==> src/hw/rtl/gsnm_pkg.sv <==
`default_nettype none

package gsnm_pkg;

    localparam int ORDER     = 3;
    localparam int HALF_SPAN = ORDER / 2;
    localparam int SPAN      = 2 * HALF_SPAN + 1;
    localparam int CNT_W     = (SPAN > 1) ? $clog2(SPAN) : 1;

    // divider: 34-bit magnitude, two quotient bits per cycle
    localparam int MAG_W          = 34;
    localparam int DIV_BITS       = 2;
    localparam int DIV_CYCLES     = MAG_W / DIV_BITS;
    localparam int DIV_CNT_W      = $clog2(DIV_CYCLES);

    localparam int QUEUE_DEPTH    = 2;
    localparam int QPTR_W         = (QUEUE_DEPTH > 1) ? $clog2(QUEUE_DEPTH) : 1;
    localparam int QCNT_W         = $clog2(QUEUE_DEPTH + 1);

    localparam int CFG_INDEX_W    = 3;
    localparam int CFG_DATA_W     = 32;

    typedef enum logic [CFG_INDEX_W-1:0] {
        CFG_MIN_CORNER_X  = 3'd0,
        CFG_MIN_CORNER_Y  = 3'd1,
        CFG_MIN_CORNER_Z  = 3'd2,
        CFG_SPACING_X     = 3'd3,
        CFG_SPACING_Y     = 3'd4,
        CFG_SPACING_Z     = 3'd5,
        CFG_GRID_POINTS_Y = 3'd6,
        CFG_GRID_POINTS_Z = 3'd7
    } cfg_index_t;

    typedef struct packed {
        logic signed [31:0] point_x;
        logic signed [31:0] point_y;
        logic signed [31:0] point_z;
    } point_t;

    typedef struct packed {
        logic        [31:0] node_index;
        logic signed [31:0] offset_x;
        logic signed [31:0] offset_y;
        logic signed [31:0] offset_z;
        logic               last_node;
    } result_t;

    typedef struct packed {
        logic signed [31:0] min_corner_x;
        logic signed [31:0] min_corner_y;
        logic signed [31:0] min_corner_z;
        logic        [30:0] spacing_x;
        logic        [30:0] spacing_y;
        logic        [30:0] spacing_z;
        logic        [15:0] grid_points_y;
        logic        [15:0] grid_points_z;
    } cfg_t;

    // one stencil command from front to back
    typedef struct packed {
        logic [31:0] idx0;
        logic [31:0] step_x;
        logic [31:0] step_y;
        logic [31:0] off0_x;
        logic [31:0] off0_y;
        logic [31:0] off0_z;
        logic [31:0] sp_x;
        logic [31:0] sp_y;
        logic [31:0] sp_z;
    } cmd_t;

    // zero spacing acts as the smallest step
    function automatic logic [31:0] eff_spacing(input logic [30:0] s);
        logic [31:0] r;
        if (s == 31'd0)
        begin
            r = 32'd1;
        end
        else
        begin
            r = {1'b0, s};
        end
        return r;
    endfunction

endpackage

`default_nettype wire

==> src/hw/rtl/gsnm_queue.sv <==
`default_nettype none

module gsnm_queue (
    input  wire logic          clk,
    input  wire logic          rst_n,
    input  wire logic          push,
    output logic               full,
    input  wire gsnm_pkg::cmd_t wdata,
    input  wire logic          pop,
    output logic               empty,
    output gsnm_pkg::cmd_t     rdata
);
    import gsnm_pkg::*;

    cmd_t              entry_reg [QUEUE_DEPTH];
    logic [QPTR_W-1:0] wr_ptr_reg, wr_ptr_next;
    logic [QPTR_W-1:0] rd_ptr_reg, rd_ptr_next;
    logic [QCNT_W-1:0] count_reg, count_next;
    logic              do_push, do_pop;

    assign full    = (count_reg == QCNT_W'(QUEUE_DEPTH));
    assign empty   = (count_reg == '0);
    assign do_push = push && !full;
    assign do_pop  = pop && !empty;
    assign rdata   = entry_reg[rd_ptr_reg];

    always_comb
    begin
        wr_ptr_next = wr_ptr_reg;
        rd_ptr_next = rd_ptr_reg;
        count_next  = count_reg;
        if (do_push)
        begin
            wr_ptr_next = (wr_ptr_reg == QPTR_W'(QUEUE_DEPTH - 1)) ? '0 : wr_ptr_reg + 1'b1;
        end
        if (do_pop)
        begin
            rd_ptr_next = (rd_ptr_reg == QPTR_W'(QUEUE_DEPTH - 1)) ? '0 : rd_ptr_reg + 1'b1;
        end
        if (do_push && !do_pop)
        begin
            count_next = count_reg + 1'b1;
        end
        else if (do_pop && !do_push)
        begin
            count_next = count_reg - 1'b1;
        end
    end

    always_ff @(posedge clk or negedge rst_n)
    begin
        if (!rst_n)
        begin
            wr_ptr_reg <= '0;
            rd_ptr_reg <= '0;
            count_reg  <= '0;
        end
        else
        begin
            wr_ptr_reg <= wr_ptr_next;
            rd_ptr_reg <= rd_ptr_next;
            count_reg  <= count_next;
        end
    end

    always_ff @(posedge clk)
    begin
        if (do_push)
        begin
            entry_reg[wr_ptr_reg] <= wdata;
        end
    end

endmodule

`default_nettype wire

==> config.mk <==
export PLATFORM = sky130hd
export DESIGN_NAME = gsnm_queue
export DESIGN_NICKNAME = d
export VERILOG_FILES = /design/src/hw/rtl/gsnm_pkg.sv /design/src/hw/rtl/gsnm_queue.sv
export SDC_FILE = /design/constraint.sdc
export NUM_CORES = 1
export LEC_CHECK = 0
export BUFFER_PORTS_ARGS = -buffer_cell sky130_fd_sc_hd__clkbuf_2
export CAP_MARGIN = 20
export CORE_AREA = 2 2 225 227
export CTS_BUF_LIST = sky130_fd_sc_hd__clkbuf_4
export DETAILED_ROUTE_END_ITERATION = 16
export DIE_AREA = 0 0 227 229
export GPL_TIMING_DRIVEN = 0
export PLACE_DENSITY = 0.74
export SYNTH_ARGS = -nofsm -noshare
export SYNTH_HDL_FRONTEND = slang
export SYNTH_SLANG_ARGS = --single-unit
==> constraint.sdc <==
create_clock -name clk -period 23.3 [get_ports clk]
set_input_delay 3.495 -clock clk [delete_from_list [all_inputs] [get_ports clk]]
set_output_delay 3.495 -clock clk [all_outputs]
set_load 0.03 [all_outputs]
== Yosys cells after proc, flatten, opt, wreduce, memory -nomap -nowiden ==
Memory sizes are Yosys's and may differ from the RTL's.
Index checks and enable logic that the tools add are counted.

* Add/sub/neg operators: 4
* Eq/ne operators: 1
* Multiplexer cells: 6
* Reductions and logical operators: 10

{| class="wikitable"
|+ Operators with widths
! operator !! count
|-
| logical AND 1 bit || 4
|-
| zero test 1 bit || 4
|-
| 2-to-1 mux 1 bit || 4
|-
| 2-to-1 mux 2 bit || 2
|-
| adder 1 bit, second input constant || 2
|-
| adder 2 x 1 -> 2 bit, second input constant || 1
|-
| equality test 2 bit, second input constant || 1
|-
| zero test 2 bit || 1
|-
| nonzero test 2 bit || 1
|-
| subtractor 2 x 1 -> 2 bit, second input constant || 1
|}

* Flip-flop bits (word level): 4
* Bits in writable memories: 576
* Input bits: 292
* Output and inout bits: 290
* Word-level logic and storage cells: 25
* Memories kept: 1

{| class="wikitable"
|+ Memory list
! name !! depth !! bits a word !! rd ports !! clocked after Yosys merged registers in !! write ports !! line !! text
|-
| entry_reg || 2 || 288 || 1 || 0 || 1 || gsnm_queue.sv:15 || <nowiki>cmd_t entry_reg [QUEUE_DEPTH];</nowiki>
|}

== Depth between registers and ports, before layout ==
* Word-level depth: 7
* Mapped depth: 7
* Mapped depth without buffers: 7

== Worst setup path before layout ==
No wires, ideal clock.

* Path type: input-to-reg
* Start: in push
* End: mem entry_reg[0][0] in the netlist's numbering (enable)
* Setup time: 942 ps
* Data arrival time: 15509 ps
* Required time: 22358 ps
* Path slack: 6848 ps
* Cell stages on the path: 2
* Buffers on the path: 0
* Path through: nand2_1 -> nor2_1

* Word-level cells in the longest chain between the ends: 3

{| class="wikitable"
|+ RTL lines
! element !! line !! text
|-
| start, declared || gsnm_queue.sv:6 || <nowiki>input wire logic push,</nowiki>
|-
| logical AND 1 bit || gsnm_queue.sv:23 || <nowiki>assign do_push = push && !full;</nowiki>
|-
| 2-to-1 mux 1 bit || gsnm_queue.sv:68 || <nowiki>if (do_push)</nowiki>
|-
| 2-to-1 mux 1 bit (not written as such) || gsnm_queue.sv:70 || <nowiki>entry_reg[wr_ptr_reg] <= wdata;</nowiki>
|-
| end, declared || gsnm_queue.sv:15 ||
|}

No other way between the ends.

==> results.sh <==
export IMPL_worst_r2r_cell_count=9
export IMPL_tritoncts_num_sinks=580
export IMPL_last_element_of_the_critical_path="rdata[197]"
export IMPL_syn_num_nets=1208
export IMPL_clock_skew_final_ps=45.6
export IMPL_htree_levels=4
export IMPL_synth_mux_area_fraction_pct=18.3
export IMPL_clock_path_buffers=3
export IMPL_fraction_of_layout_cells_with_a_size_suffix_above_1_pct=64.8
export IMPL_cts_reportedPaths_clkPinSlew_ps=60
export IMPL_timing_fmax_mhz=167
export IMPL_setup_repair_after_global_routing_missed_its_margin="false"
export IMPL_drt_pass1_iterations=5
export IMPL_synth_simple_gate_area_share_pct=0.126
export IMPL_area_growth_synth_to_final_pct=27.1
export IMPL_timing_setup_critical_path_class="reg2out"
export IMPL_report_final_slew_viol_count=0
export IMPL_drt_drc_violations_left=0
export IMPL_slowest_stage="dfrtp_1"
export IMPL_globalRouteTotalUtil_pct=18.3
export IMPL_synthXorXnorAreaFrac_pct=0.201
export IMPL_grt_pass1_vias=12500
export IMPL_leakage_power_nw=11.3
export IMPL_dp_final_hpwl_um=34200
export IMPL_grt_overflow=0
export IMPL_report_power_total_mw=3.86
export IMPL_synth_top_family_by_area="multiplexers"
export IMPL_timing_hold_worst_class="reg2reg"
export IMPL_crit_path_end_kind="primary output"
export IMPL_fp_dieArea_sq_mm=0.0520
export IMPL_worst_r2r_startpoint="count_reg[0]"
export IMPL_switch_share_pct=36.8
export IMPL_number_of_antenna_violations_at_the_first_check_in_global_routing=8
export IMPL_clock_power_share_pct=21.7
export IMPL_synthAdderAreaFrac_pct=0.0574
export IMPL_tritoncts_clock_tree="built"
export IMPL_cp_required_ps=19810
export IMPL_critPathLaunch="rd_ptr_reg"
export IMPL_setup_total_negative_slack_ps=0
export IMPL_cts_resized=0
export IMPL_setup_reg_to_reg_worst_slack_ps=20160
export IMPL_die_width_um=227
export IMPL_core_area_sq_mm=0.0497
export IMPL_cts_made_buffers=149
export IMPL_globalplace_congestion=0.820
export IMPL_numPortBuffers=581
export IMPL_power_per_cell_area_mw_per_mm2=139
export IMPL_io_pins=582
export IMPL_setup_worst_path_start_class="flop"
export IMPL_worst_ir_drop_vdd_mv=0.0993
export IMPL_syn_avg_cell_area_sq_um=23.8
export IMPL_worst_slew_pin_slew_ps=776
export IMPL_grt_max_degree=68
export IMPL_intPower_mw=2.44
export IMPL_largest_register_ffs=576
export IMPL_ctsHoldBuffers=0
export IMPL_worstReg2RegEnd="entry_reg[0][232]"
export IMPL_power_frac_comb_pct=40.1
export IMPL_initialDrtViolationCount=531
export IMPL_pwr_share_seq_pct=38.2
export IMPL_synth_seq_area_share_pct=79.8
export IMPL_post_cts_setup_buffer_count=0
export IMPL_synth_seq_cells=580
export IMPL_period_needed_ps=6000
export IMPL_worst_endpoint_arrival_ps=2500
export IMPL_hold_viol=0
export IMPL_ys_warn_count=0
export IMPL_max_slew_margin_vs_limit_pct=48.2
export IMPL_floorplan_rows=82
export IMPL_switching_power_mw=1.42
export IMPL_synth_compound_gate_area_share_pct=0.0230
export IMPL_report_final_setup_viol=0
export IMPL_netlist_area_sq_mm=0.0218
export IMPL_crit_fanout=10
export IMPL_via_count=11500
export IMPL_nets=1954
export IMPL_cpPeakStageDelay_ps=330
export IMPL_result_of_the_run="finished clean"
export IMPL_routedWlPerCell_um=19.7
export IMPL_syn_inst=915
export IMPL_drt_vias_per_instance=4.73
export IMPL_crit_path_cell_chain="buf_6 > buf_6 > buf_6 > mux2_4 > clkbuf_2"
export IMPL_final_min_period_over_clock_period_pct=25.8
export IMPL_wirelength_um=48000
export IMPL_grt_first_pass_wirelength_um=69800
export IMPL_ys_types=15
export IMPL_clk_latency_worst_skew_pair_ps=990
export IMPL_clk_root_buf="clkbuf_4"
export IMPL_critPathMostFrequentCell="buf_6"
export IMPL_initial_core_util_pct=43.9
export IMPL_drv_cap=0
export IMPL_floorplan_die_height_um=229
export IMPL_detail_route_antenna_nets=0
cells by family (layout without fill, tap and decap cells):
logic type | after synthesis | count (layout)
compound gates | 1 | 1
xor+xnor | 5 | 5
fa+ha+maj | 1 | 1
buf+inv | 34 | 878
flops | 580 | 580
mux | 288 | 288
other cells | 0 | 8
simple gates | 6 | 6
how the worst min path moves through the flow:
stage,depth (start not counted),end,start
6_report,1,count_reg[1],count_reg[1]
3_5_place_dp,1,count_reg[1],count_reg[1]
2_1_floorplan,1,wr_ptr_reg,wr_ptr_reg
5_1_grt,1,count_reg[1],count_reg[1]
4_1_cts,1,count_reg[1],count_reg[1]
3_3_place_gp,1,wr_ptr_reg,wr_ptr_reg
layout by cell type (no fill, tap or decap), types with 2 or more instances in the layout:
cell	Yosys	layout
clkinv_2	0	3
buf_16	0	5
buf_6	25	25
dfrtp_1	4	4
diode_2	0	8
clkbuf_4	0	207
xnor2_1	3	3
inv_1	2	2
mux2_4	200	200
xor2_1	2	2
nor2_1	3	2
bufinv_16	0	3
clkinv_4	0	2
inv_6	0	2
clkbuf_2	0	581
clkinv_1	0	27
inv_2	0	5
edfxtp_1	576	576
buf_12	0	9
mux2_2	88	88
buf_2	7	7
synthesized netlist by cell type, drive strengths merged:
master | number | share of area, %
inv | 2 | 0.034
edfxtp | 576 | 79
xnor2 | 3 | 0.12
nor2 | 3 | 0.052
nand2 | 1 | 0.017
xor2 | 2 | 0.080
and3 | 1 | 0.029
o21ai | 1 | 0.023
mux2 | 288 | 18
ha | 1 | 0.057
buf | 32 | 1.5
dfrtp | 4 | 0.46
nand2b | 1 | 0.029
layout make-up:
class,count,area (sq um)
multi-input combinational,301,4100
antenna,8,20.0
sequential,580,17400
buffer,32,317
inverter,2,7.51
tap,672,841
clock inverter,42,260
clock buffer,207,1550
fill,3863,21900
timing repair buffer,595,3230
critical path, delay by kind of cell (launching register included):
kind                   cells  cell delay, ps
muxes                      1             320
buffers and inverters      4             870
DFF                        1             330
metrics by stage:
stage | instance area [sq um] | setup slack (ps) | hold WS (ps) | util (%) | cells
2_1_floorplan | 21800 | 6850 | 461 | - | 915
3_3_place_gp | 25600 | 207 | 475 | 51.5 | 2168
3_5_place_dp | 25900 | 17130 | 501 | 52.1 | 2182
4_1_cts | 27700 | 17110 | 516 | 55.8 | 2431
5_1_grt | 27700 | 17110 | 556 | 55.8 | 2438
6_report | 27700 | 17300 | 526 | 55.8 | 2439
power groups by stage:
stage          Combinational [mW]  Clock (mW)  Sequential (mW)
6_report                     1.55       0.838             1.48
5_1_grt                      1.62       0.920             1.49
4_1_cts                      1.57       0.870             1.48
3_5_place_dp                 1.56           0             1.50
3_3_place_gp                 1.51           0             1.66
2_1_floorplan                1.12           0             1.59
metal layers:
metal	part of all wire [%]	global-route usage, %	wire length, um	vias to the layer above
met2	52	31.7	24700	524
met3	11	9.03	5210	100
met5	0.071	0	34	-
met4	2.9	9.21	1410	6
met1	35	18.1	16600	5636
li1	-	-	-	5268
Note: power is estimated with default switching activity, not from simulation.
