[config.mk]
export PLATFORM = sky130hd
export DESIGN_NAME = gsnm_back
export DESIGN_NICKNAME = d
export VERILOG_FILES = /design/src/hw/rtl/gsnm_pkg.sv /design/src/hw/rtl/gsnm_back.sv
export SDC_FILE = /design/constraint.sdc
export NUM_CORES = 1
export LEC_CHECK = 0
export BUFFER_PORTS_ARGS = -buffer_cell sky130_fd_sc_hd__buf_2
export CAP_MARGIN = 15
export CORE_MARGIN = 2
export CORE_UTILIZATION = 42
export CTS_CLUSTER_SIZE = 28
export DETAILED_ROUTE_END_ITERATION = 6
export HOLD_SLACK_MARGIN = 0.06
export PLACE_DENSITY = 0.58
export SETUP_SLACK_MARGIN = 0.05
export SLEW_MARGIN = 20
export SYNTH_ARGS = -nofsm -noshare
export SYNTH_HDL_FRONTEND = slang
export SYNTH_SLANG_ARGS = --single-unit
[constraint.sdc]
create_clock -name clk -period 51.1 [get_ports clk]
set_clock_uncertainty 0.2 [all_clocks]
set_input_delay 2.555 -clock clk [delete_from_list [all_inputs] [get_ports clk]]
set_output_delay 2.555 -clock clk [all_outputs]
set_load 0.03 [all_outputs]
[src/hw/rtl/gsnm_pkg.sv]
`default_nettype none

package gsnm_pkg;

    localparam int ORDER     = 3;
    localparam int HALF_SPAN = ORDER / 2;
    localparam int SPAN      = 2 * HALF_SPAN + 1;
    localparam int CNT_W     = (SPAN > 1) ? $clog2(SPAN) : 1;

    // divider: 34-bit magnitude, two quotient bits per cycle
    localparam int MAG_W          = 34;
    localparam int DIV_BITS       = 2;
    localparam int DIV_CYCLES     = MAG_W / DIV_BITS;
    localparam int DIV_CNT_W      = $clog2(DIV_CYCLES);

    localparam int QUEUE_DEPTH    = 2;
    localparam int QPTR_W         = (QUEUE_DEPTH > 1) ? $clog2(QUEUE_DEPTH) : 1;
    localparam int QCNT_W         = $clog2(QUEUE_DEPTH + 1);

    localparam int CFG_INDEX_W    = 3;
    localparam int CFG_DATA_W     = 32;

    typedef enum logic [CFG_INDEX_W-1:0] {
        CFG_MIN_CORNER_X  = 3'd0,
        CFG_MIN_CORNER_Y  = 3'd1,
        CFG_MIN_CORNER_Z  = 3'd2,
        CFG_SPACING_X     = 3'd3,
        CFG_SPACING_Y     = 3'd4,
        CFG_SPACING_Z     = 3'd5,
        CFG_GRID_POINTS_Y = 3'd6,
        CFG_GRID_POINTS_Z = 3'd7
    } cfg_index_t;

    typedef struct packed {
        logic signed [31:0] point_x;
        logic signed [31:0] point_y;
        logic signed [31:0] point_z;
    } point_t;

    typedef struct packed {
        logic        [31:0] node_index;
        logic signed [31:0] offset_x;
        logic signed [31:0] offset_y;
        logic signed [31:0] offset_z;
        logic               last_node;
    } result_t;

    typedef struct packed {
        logic signed [31:0] min_corner_x;
        logic signed [31:0] min_corner_y;
        logic signed [31:0] min_corner_z;
        logic        [30:0] spacing_x;
        logic        [30:0] spacing_y;
        logic        [30:0] spacing_z;
        logic        [15:0] grid_points_y;
        logic        [15:0] grid_points_z;
    } cfg_t;

    // one stencil command from front to back
    typedef struct packed {
        logic [31:0] idx0;
        logic [31:0] step_x;
        logic [31:0] step_y;
        logic [31:0] off0_x;
        logic [31:0] off0_y;
        logic [31:0] off0_z;
        logic [31:0] sp_x;
        logic [31:0] sp_y;
        logic [31:0] sp_z;
    } cmd_t;

    // zero spacing acts as the smallest step
    function automatic logic [31:0] eff_spacing(input logic [30:0] s);
        logic [31:0] r;
        if (s == 31'd0)
        begin
            r = 32'd1;
        end
        else
        begin
            r = {1'b0, s};
        end
        return r;
    endfunction

endpackage

`default_nettype wire

[src/hw/rtl/gsnm_back.sv]
`default_nettype none

module gsnm_back (
    input  wire logic           clk,
    input  wire logic           rst_n,
    input  wire logic           q_empty,
    input  wire gsnm_pkg::cmd_t q_data,
    output logic                q_pop,
    output logic                empty,
    input  wire logic           pop,
    output gsnm_pkg::result_t   result
);
    import gsnm_pkg::*;

    localparam logic [CNT_W-1:0] CNT_END = CNT_W'(SPAN - 1);

    logic             active_reg;
    cmd_t             cmd_reg;
    logic [CNT_W-1:0] ix_reg, iy_reg, iz_reg;
    logic [31:0]      idx_reg, idx_x_reg, idx_y_reg;
    logic [31:0]      offx_reg, offy_reg, offz_reg;
    logic             valid_reg;
    result_t          res_reg;

    cmd_t             src;
    logic [CNT_W-1:0] ix_cur, iy_cur, iz_cur;
    logic [31:0]      idx_cur, idx_x_cur, idx_y_cur;
    logic [31:0]      offx_cur, offy_cur, offz_cur;
    logic [CNT_W-1:0] ix_next, iy_next, iz_next;
    logic [31:0]      idx_next, idx_x_next, idx_y_next;
    logic [31:0]      offx_next, offy_next, offz_next;
    logic             last, have, advance, fire;

    // a new command starts at its first node straight from the queue
    always_comb
    begin
        if (active_reg)
        begin
            src       = cmd_reg;
            ix_cur    = ix_reg;
            iy_cur    = iy_reg;
            iz_cur    = iz_reg;
            idx_cur   = idx_reg;
            idx_x_cur = idx_x_reg;
            idx_y_cur = idx_y_reg;
            offx_cur  = offx_reg;
            offy_cur  = offy_reg;
            offz_cur  = offz_reg;
        end
        else
        begin
            src       = q_data;
            ix_cur    = '0;
            iy_cur    = '0;
            iz_cur    = '0;
            idx_cur   = q_data.idx0;
            idx_x_cur = q_data.idx0;
            idx_y_cur = q_data.idx0;
            offx_cur  = q_data.off0_x;
            offy_cur  = q_data.off0_y;
            offz_cur  = q_data.off0_z;
        end
    end

    assign last = (ix_cur == CNT_END) && (iy_cur == CNT_END) && (iz_cur == CNT_END);

    always_comb
    begin
        ix_next    = ix_cur;
        iy_next    = iy_cur;
        iz_next    = iz_cur;
        idx_next   = idx_cur;
        idx_x_next = idx_x_cur;
        idx_y_next = idx_y_cur;
        offx_next  = offx_cur;
        offy_next  = offy_cur;
        offz_next  = offz_cur;
        if (iz_cur != CNT_END)
        begin
            iz_next   = iz_cur + 1'b1;
            idx_next  = idx_cur + 32'd1;
            offz_next = offz_cur + src.sp_z;
        end
        else if (iy_cur != CNT_END)
        begin
            iz_next    = '0;
            offz_next  = src.off0_z;
            iy_next    = iy_cur + 1'b1;
            offy_next  = offy_cur + src.sp_y;
            idx_y_next = idx_y_cur + src.step_y;
            idx_next   = idx_y_cur + src.step_y;
        end
        else
        begin
            iz_next    = '0;
            offz_next  = src.off0_z;
            iy_next    = '0;
            offy_next  = src.off0_y;
            ix_next    = ix_cur + 1'b1;
            offx_next  = offx_cur + src.sp_x;
            idx_x_next = idx_x_cur + src.step_x;
            idx_y_next = idx_x_cur + src.step_x;
            idx_next   = idx_x_cur + src.step_x;
        end
    end

    assign have    = active_reg || !q_empty;
    assign advance = !valid_reg || pop;
    assign fire    = advance && have;
    assign q_pop   = advance && !active_reg && !q_empty;
    assign empty   = !valid_reg;
    assign result  = res_reg;

    always_ff @(posedge clk or negedge rst_n)
    begin
        if (!rst_n)
        begin
            active_reg <= 1'b0;
            valid_reg  <= 1'b0;
        end
        else
        begin
            if (advance)
            begin
                valid_reg <= have;
            end
            if (fire)
            begin
                active_reg <= !last;
            end
        end
    end

    always_ff @(posedge clk)
    begin
        if (fire)
        begin
            res_reg.node_index <= idx_cur;
            res_reg.offset_x   <= offx_cur;
            res_reg.offset_y   <= offy_cur;
            res_reg.offset_z   <= offz_cur;
            res_reg.last_node  <= last;
            cmd_reg            <= src;
            ix_reg             <= ix_next;
            iy_reg             <= iy_next;
            iz_reg             <= iz_next;
            idx_reg            <= idx_next;
            idx_x_reg          <= idx_x_next;
            idx_y_reg          <= idx_y_next;
            offx_reg           <= offx_next;
            offy_reg           <= offy_next;
            offz_reg           <= offz_next;
        end
    end

endmodule

`default_nettype wire

; Word-level counts from Yosys, hierarchy flattened
; Cells that the tools add are included.
[totals]
regBits = 585
inputBits = 292
output_inout_bits = 131
wordCells = 75
[op_classes]
addsub = 9
n_eq_ne = 5
n_mux = 24
bitwise_logic = 1
n_reduce_logical = 12
[ops]
columns = op, n
row1 = $mux W32, 16
row2 = $mux W256, 1
row3 = $add A32 B32 Y32, 5
row4 = $add A32 B1 Y32 const B, 1
row5 = $mux W2, 7
row6 = $add A2 B1 Y2 const B, 3
row7 = $eq A2 B2 Y1 const B, 3
row8 = $logic_and A1 B1 Y1, 5
row9 = $logic_not A1 Y1, 4
row10 = $ne A2 B2 Y1 const B, 2
row11 = $logic_or A1 B1 Y1, 2
row12 = $reduce_and A2 Y1, 1
row13 = $not A1 Y1, 1

; Depth between registers and ports, before layout
; Gate-level depths: netlist (run 1).
[logic_depth]
depth_word = 5
mapped_depth = 23
ltp_nobuf = 14

; Worst setup path before layout (run 1)
; No wires, ideal clock.
[synth_timing]
path_type = input to register
start = input port q_empty
end = register cmd_reg[0] in the netlist's numbering, enable pin
arrival_ps = 25483
required_ps = 49422
setup_slack_ps = 23939
stages = 2
n_path_buf = 0
path_cell_list = nor2b_1 -> nor2_1
[synth_via]
elab_chain_len = 3
[synth_rtl]
columns = item, line
row1 = start: declaration, gsnm_back.sv:6  ; input wire logic q_empty,
row2 = $logic_not A1 Y1, gsnm_back.sv:107  ; assign have = active_reg || !q_empty;
row3 = $logic_or A1 B1 Y1, gsnm_back.sv:107
row4 = $logic_and A1 B1 Y1, gsnm_back.sv:109  ; assign fire = advance && have;
row5 = via fire, gsnm_back.sv:32  ; logic last, have, advance, fire;
row6 = end signal: assignment, gsnm_back.sv:143  ; cmd_reg <= src;
row7 = end: declaration, gsnm_back.sv:18  ; cmd_t cmd_reg;
; The timed path passes the listed nets, and every way through them passes these cells.
; A chain may end at the register's enable or synchronous reset.

; Final worst setup path (run 1)
[layout_timing]
start = register active_reg
end = register offx_reg[31] (data pin)
[layout_via]
elab_chain_len = 4
[layout_rtl]
columns = item, line
row1 = start: declaration, gsnm_back.sv:17  ; logic active_reg;
row2 = start signal: assignment, gsnm_back.sv:129  ; active_reg <= !last;
row3 = "$mux W32, or another cell as far along", gsnm_back.sv:37  ; if (active_reg)
row4 = $add A32 B32 Y32 / $ne A2 B2 Y1 (equally long branches), "gsnm_back.sv:100, gsnm_back.sv:84"
row5 = $mux W32, gsnm_back.sv:84  ; else if (iy_cur != CNT_END)
row6 = $mux W32 (*), gsnm_back.sv:78  ; if (iz_cur != CNT_END)
row7 = via offx_next[31], gsnm_back.sv:31  ; logic [31:0] offx_next, offy_next, offz_next;
row8 = end signal: assignment, gsnm_back.sv:150  ; offx_reg <= offx_next;
row9 = end: declaration, gsnm_back.sv:21  ; logic [31:0] offx_reg, offy_reg, offz_reg;
; Mark *: on every way through the listed nets, which the timed path passes. The rest lies on a longest branch.

==> impl_summary.log, run 1 <==
[metrics] reported max-cap violation count: 0
[metrics] sequential-to-total area share from yosys stat: roughly half
[metrics] number of enable flip-flop cells after synthesis: roughly 550
[metrics] cell area after synthesis: 32100 sq um
[metrics] Ys Warns: 0
[metrics] power per standard cell area: between 60 and 70 nW/um^2
[metrics] number of global-route vias before repair: about 24000
[metrics] number of flip-flops in the largest register: roughly 220
[metrics] average wire length per cell after detail routing: approximately 20 microns
[metrics] combinational family with the most area after synthesis: compound AO/OA/AOI/OAI gates
[metrics] final routed DRC violation total: 0
[metrics] I/O pin total: 423
[metrics] sum of negative setup slack: 0 ns
[metrics] share of layout cells above drive strength 1: between 20% and 30%
[metrics] layout filler cell count: 6974
[metrics] Post-CTS Repair Setup Buffers: 0
[metrics] number of hold violations in the final report: 0
[metrics] routability congestion estimate from global placement: ~0.91
[metrics] total iterations of the first detailed-routing run: 6
[metrics] clk buf depth: 3
[metrics] startpoint of the worst setup timing path: active_reg
[metrics] Total Die Area: about 79000 sq um
[metrics] share of flip-flops with an asynchronous set or reset: less than 1%
[metrics] final net count: 3766
[metrics] die extent in y: roughly 280 microns
[metrics] remaining antenna violation count: 0
[metrics] number of setup violations in the final report: 0
[metrics] clock transition at the registers of the reported paths: 0.06 ns
[metrics] ratio of routed vias to standard cells: around 5.5
[metrics] run status: completed
[metrics] Register-to-Register Setup Slack: between 40 and 50 ns
[metrics] highest attainable clock frequency: between 150 and 200 MHz
[metrics] floorplan row count: approximately 100
[metrics] remaining global-route overflow: 0
[metrics] Critical R2R Launch: active_reg
[metrics] slew margin rel.: between 20% and 30%
[metrics] P&R area growth vs syn: 16.1%
[metrics] DRT Wirelength: ~86000 microns
[metrics] largest net degree at the start of global routing: between 100 and 150
[metrics] CTS tree: done
[metrics] share of power burned in combinational logic: around 50%
[metrics] dominant register cell in the synthesized netlist: sky130_fd_sc_hd__edfxtp_1
[metrics] number of vias after detailed routing: 24100
[metrics] xor and xnor fraction of the mapped netlist area: approximately 4.5%
[metrics] Die X-Extent: approximately 280 microns
[metrics] clock sink count: ~550
[metrics] Core Area: approximately 76000 sq um
[metrics] count of cell types in the netlist: 85
[metrics] destination of the worst register-to-register timing path: offx_reg[31]
[metrics] PortBufs: approximately 420
[metrics] cell internal pwr: between 1 and 1.5 mW
[metrics] most common cell after layout, fill and taps aside: sky130_fd_sc_hd__edfxtp_1
[metrics] CTS root buf: sky130_fd_sc_hd__clkbuf_16
[metrics] worst setup path end: offx_reg[31]
[metrics] sequential fraction of design power: between 30% and 40%
[metrics] Post-Synthesis Mean Instance Area: approximately 11 sq um
[metrics] static leakage: between 15 and 20 nW
[metrics] multiplexer fraction of the synthesized cell area: 7.31%
[metrics] portion of the clock cycle consumed by the worst path in the final layout: between 10% and 20%
[metrics] HPWL after DPL: ~61000 microns
[metrics] drt initial violations: between 1500 and 2000
[metrics] Compound-Gate Fraction of Synth Area: between 10 and 15%
[metrics] synthesized netlist net count: approximately 3400
[metrics] worst reg2reg path depth: 12
[metrics] Total Power: ~2.4 mW
[metrics] FF+latch count, synth: roughly 550
[metrics] all-layer global routing usage: roughly a fifth
[metrics] antenna violations before repair: 12
[metrics] Setup CP Type: reg -> reg
[metrics] worst slew pin tran: ~1.1 ns
[metrics] H-tree lvl count: 3
[metrics] Worst Path Arrival: 6.53 ns
[metrics] maximum VDD drop: approximately 26 uV
[metrics] number of CTS-inserted buffers: between 60 and 70
[metrics] share of synthesized cell area in and, or, nand and nor gates: roughly an eighth
[metrics] critical path launch point type: flip-flop
[metrics] CTS-repair resized insts: 0
[metrics] setup repair after global routing missed its margin: false
[metrics] fin util: about half
[metrics] most frequent cells in the layout: 551 x sky130_fd_sc_hd__edfxtp_1, 480 x sky130_fd_sc_hd__nand2_1, 422 x sky130_fd_sc_hd__buf_2, 219 x sky130_fd_sc_hd__a21oi_1, 197 x sky130_fd_sc_hd__mux2_2
[metrics] synthesized-area fraction occupied by adder cells: under 10%
[metrics] Clk network pwr share: between 10% and 20%
[metrics] Worst Hold Class: reg -> reg
[metrics] Max Slew Vio Count: 0
[metrics] cell count after synthesis: ~2900
[metrics] clk_lat worst skew: 0.60 ns
[metrics] Switching Power: just under 1 mW
[metrics] Crit Path Max Fanout: roughly 140
[metrics] switching power as a share of total power: around 40%
[metrics] critical path data required time: 51.21 ns
[metrics] clock period minus worst slack: between 6 and 7 ns
[metrics] starting density of the core: between 40% and 50%
[metrics] critical path capture point type: flip-flop
[metrics] CTS Hold Buffers Added: 0
[metrics] hold_ws: 0.326 ns
[metrics] global-route wire length before repair: 132000 microns
## Yosys cell counts, drive strengths merged (5+ instances only)
library cell	instances	area share [%]
a2111oi	5	0.21
a211o	5	0.14
a211oi	11	0.27
a21bo	9	0.28
a21boi	11	0.26
a21o	120	2.8
a21oi	220	3.4
a221o	14	0.44
a221oi	9	0.34
a22oi	20	0.47
a31oi	27	0.53
and2	8	0.16
and3	17	0.33
buf	41	0.62
clkbuf	81	0.95
edfxtp	551	51
fa	5	0.31
ha	158	6.2
inv	80	0.93
mux2	197	6.9
mux2i	13	0.40
nand2	481	5.6
nand2b	97	1.9
nand3	26	0.40
nand3b	6	0.14
nand4	25	0.49
nor2	161	1.9
nor2b	37	0.72
nor3	34	0.53
nor4	8	0.21
o211ai	15	0.35
o21a	25	0.58
o21ai	102	1.6
o21bai	25	0.58
o221ai	12	0.33
o22ai	22	0.43
o31ai	18	0.53
or2	8	0.16
or3	8	0.16
xnor2	94	2.6
xor2	70	1.9
## metrics by stage
stage                     instances  instance area, sq um  setup slack [ns]
after floorplan                2923                 32100             23.94
after CTS                      4342                 37300             44.59
after detailed placement       4220                 35200             44.24
after global routing           4348                 37300             44.13
final                          4349                 37300             44.69
after global placement         4220                 35200             44.36
## final cells by class
cell class / count / area [sq um] / area share (%)
Tap cell: 978 / 1220 / 3.28
Antenna cell: 7 / 17.5 / 0.0469
Timing Repair Buffer: 441 / 2280 / 6.11
Multi-Input combinational cell: 2168 / 14800 / 39.6
Inverter: 80 / 300 / 0.805
Sequential cell: 553 / 16600 / 44.5
Clock inverter: 36 / 337 / 0.902
Clock buffer: 86 / 1790 / 4.80
## worst min-delay path by stage
stage	start	end	cells past startpoint
after CTS	valid_reg	valid_reg	2
after global placement	valid_reg	valid_reg	2
after global routing	valid_reg	valid_reg	2
after floorplan	valid_reg	valid_reg	2
final	valid_reg	valid_reg	2
after detailed placement	valid_reg	valid_reg	2
## power groups by stage
stage               clock (mW)  combinational [mW]  sequential, mW
floorplan                    0               0.857           0.825
global placement             0                1.18           0.745
detailed placement           0                1.20           0.749
CTS                      0.478                1.21           0.741
global route             0.495                1.34           0.753
finish                   0.465                1.22           0.739
## worst max-delay path, cell delays in order (launching register included)
cell,delay (ns)
sky130_fd_sc_hd__dfrtp_4,0.91
sky130_fd_sc_hd__buf_4,0.76
sky130_fd_sc_hd__buf_12,0.47
sky130_fd_sc_hd__buf_4,0.71
sky130_fd_sc_hd__nand3b_1,0.45
sky130_fd_sc_hd__nor2_4,0.51
sky130_fd_sc_hd__buf_4,0.48
sky130_fd_sc_hd__buf_4,0.71
sky130_fd_sc_hd__nand3_1,0.21
sky130_fd_sc_hd__nor3b_1,0.28
sky130_fd_sc_hd__a221oi_1,0.09
sky130_fd_sc_hd__o211ai_1,0.14
sky130_fd_sc_hd__a2111oi_0,0.10
## metal layers
layer	track usage, %	share of wire [%]
met5	0	0.023
met4	5.91	2.2
met3	3.54	5.7
met2	35.0	47
met1	28.8	45
## kinds of logic (layout without fill, tap and decap cells)
logic type / count (synthesis) / after routing
flip-flops: 553 / 553
adder cells (fa/ha/maj): 163 / 163
XOR/XNOR: 164 / 164
multiplexers: 210 / 210
other: 0 / 7
buffers and inverters: 202 / 643
AO/OA/AOI/OAI: 706 / 706
AND/OR/NAND/NOR: 925 / 925
Power figures use the tool's default switching activity.
==> inputs of run 2 (changes only) <==
Clock period 51.1 ns to 6.6 ns, I/O delays scaled along.
==> impl_summary.log, run 2 (same netlist as run 1, synthesis figures left out) <==
[metrics] slew margin rel.: 18.4% (-7.4 points)
[metrics] remaining antenna violation count: 0 (unchanged)
[metrics] floorplan row count: 101 (unchanged)
[metrics] critical path launch point type: flip-flop
[metrics] average wire length per cell after detail routing: 19.5 microns (-1.5%)
[metrics] setup slack after placement: 1.24 ns (-43.00 ns)
[metrics] reported max-cap violation count: 0 (unchanged)
[metrics] Max Slew Vio Count: 0 (unchanged)
[metrics] Total Die Area: 78800 sq um (unchanged)
[metrics] setup repair after global routing missed its margin: false
[metrics] most frequent cells in the layout: 551 x sky130_fd_sc_hd__edfxtp_1, 481 x sky130_fd_sc_hd__nand2_1, 422 x sky130_fd_sc_hd__buf_2, 279 x sky130_fd_sc_hd__dlygate4sd3_1, 219 x sky130_fd_sc_hd__a21oi_1
[metrics] PortBufs: 422 (unchanged)
[metrics] Worst Hold Class: in -> reg
[metrics] largest net degree at the start of global routing: 177 (+30%)
[metrics] worst reg2reg path depth: 14 (+2)
[metrics] total non-filler cell area in the finished layout: 40400 sq um (+8.4%)
[metrics] clock sink count: 553 (unchanged)
[metrics] Setup CP Type: reg -> reg
[metrics] drt initial violations: 2325 (+25%)
[metrics] number of hold violations in the final report: 0 (unchanged)
[metrics] critical path capture point type: flip-flop
[metrics] Total Power: 19.3 mW (+700%)
[metrics] remaining global-route overflow: 0 (unchanged)
[metrics] H-tree lvl count: 3 (unchanged)
[metrics] highest attainable clock frequency: 190 MHz (+22%)
[metrics] portion of the clock cycle consumed by the worst path in the final layout: 79.6% (+67 points)
[metrics] end point of the most critical hold path: result[99]
[metrics] Critical R2R Launch: active_reg
[metrics] critical path data required time: 6.75 ns (-44.46 ns)
[metrics] Crit Path Max Fanout: 76 (-44%)
[metrics] clk_lat worst skew: 0.61 ns (about the same)
[metrics] ratio of routed vias to standard cells: 5.48 (-1.1%)
[metrics] share of layout cells above drive strength 1: 21.7% (-1.3 points)
[metrics] number of CTS-inserted buffers: 67 (unchanged)
[metrics] Setup WS post-layout: 1.35 ns (-43.34 ns)
[metrics] clock transition at the registers of the reported paths: 0.06 ns (about the same)
[metrics] number of global-route vias before repair: 25200 (+4.9%)
[metrics] P&R area growth vs syn: 25.8%
[metrics] die extent in y: 281 microns (unchanged)
[metrics] destination of the worst register-to-register timing path: offx_reg[31]
[metrics] starting density of the core: 42.4% (unchanged)
[metrics] power per standard cell area: 477 nW/um^2 (+640%)
[metrics] CTS-repair resized insts: 0 (unchanged)
[metrics] CTS tree: done
[metrics] CTS root buf: sky130_fd_sc_hd__clkbuf_16
[metrics] global-route wire length before repair: 137000 microns (+4.3%)
[metrics] Hold Path Cell Cnt: 3 (+1)
[metrics] clk buf depth: 3 (unchanged)
[metrics] run status: completed
[metrics] Die X-Extent: 281 microns (unchanged)
[metrics] Placed Instance Area: 35300 sq um (+0.44%)
[metrics] number of setup violations in the final report: 0 (unchanged)
[metrics] static leakage: 17.1 nW (+8.4%)
[metrics] total iterations of the first detailed-routing run: 6 (unchanged)
[metrics] maximum VDD drop: 205 uV (+680%)
[metrics] Register-to-Register Setup Slack: 1.35 ns (-43.34 ns)
[metrics] CTS Hold Buffers Added: 279 (+279)
[metrics] antenna violations before repair: 4 (-8)
[metrics] clock period minus worst slack: 5.25 ns (-1.16 ns)
[metrics] HPWL after DPL: 62900 microns (+2.6%)
[metrics] Post-CTS Repair Setup Buffers: 0 (unchanged)
[metrics] launch point of the worst hold path: q_data[258]
[metrics] Core Area: 75800 sq um (unchanged)
[metrics] final net count: 4057 (+7.7%)
[metrics] Worst Path Arrival: 5.41 ns (-1.12 ns)
[metrics] routability congestion estimate from global placement: 0.887 (-2.3%)
[metrics] worst slew pin tran: 1.22 ns (+0.126 ns)
[metrics] number of flip-flops in the largest register: 224 (unchanged)
[metrics] I/O pin total: 423 (unchanged)
[metrics] DRT Wirelength: 90100 microns (+4.9%)
[metrics] number of vias after detailed routing: 25400 (+5.3%)
[metrics] all-layer global routing usage: 22.2% (+1.0 points)
[metrics] most common cell after layout, fill and taps aside: sky130_fd_sc_hd__edfxtp_1
[metrics] final routed DRC violation total: 0 (unchanged)
## run 2: worst max-delay path by stage
stage | startpoint | slack [ns] | end
floorplan | active_reg | -3.53 | cmd_reg[0]
global placement | active_reg | 1.48 | offz_reg[28]
detailed placement | active_reg | 1.24 | offx_reg[31]
CTS | active_reg | 1.30 | offy_reg[31]
global route | active_reg | 0.86 | offx_reg[31]
finish | active_reg | 1.35 | offx_reg[31]
## run 2: through the flow
stage / TNS [ns] / util, % / hold WS, ns / cells
final: 0 / 53.3 / 0.114 / 4632
after global routing: 0 / 53.3 / 0.107 / 4632
after CTS: 0 / 53.3 / 0.0673 / 4629
after detailed placement: 0 / 46.6 / -0.0588 / 4232
after global placement: 0 / 46.6 / -0.0604 / 4232
after floorplan: -1943.62 / - / -0.166 / 2923
## run 2: area by class of cell
class | count | area [sq um]
Multi-Input combinational cell | 2168 | 14800
Clock buffer | 74 | 1700
Inverter | 80 | 300
Timing Repair Buffer | 732 | 5230
Clock inverter | 44 | 603
Tap cell | 978 | 1220
Sequential cell | 553 | 16600
Antenna cell | 3 | 7.51
Fill cell | 6573 | 35400
## run 2: worst max-delay path: stages (launching register included)
cell and delay [ns]:
sky130_fd_sc_hd__dfrtp_4 0.97, sky130_fd_sc_hd__buf_12 0.36, sky130_fd_sc_hd__buf_4 0.42, sky130_fd_sc_hd__mux2_2 0.42, sky130_fd_sc_hd__ha_1 0.35, sky130_fd_sc_hd__a21o_1 0.18
sky130_fd_sc_hd__a21o_1 0.16, sky130_fd_sc_hd__a21o_1 0.20, sky130_fd_sc_hd__a221oi_1 0.40, sky130_fd_sc_hd__a31oi_1 0.20, sky130_fd_sc_hd__nor2_1 0.22, sky130_fd_sc_hd__o21ai_1 0.12
sky130_fd_sc_hd__nor4_2 0.24, sky130_fd_sc_hd__a211oi_1 0.09, sky130_fd_sc_hd__a2111oi_0 0.41
## run 2: layer usage
metal	part of all wire, %	track usage, %	vias up	routed length [microns]
li1	-	-	12200	-
met4	2.1	6.07	2	1940
met1	45	29.7	12200	40100
met5	0.014	0	-	13
met2	48	37.3	852	43000
met3	5.6	3.46	142	5060
## run 2: report_power, final
part	total, mW	switching [mW]	internal [mW]
Combinational	9.64	5.84	3.80
Clock	3.94	1.52	2.41
Sequential	5.73	0.314	5.42
Total	19.3	7.68	11.6
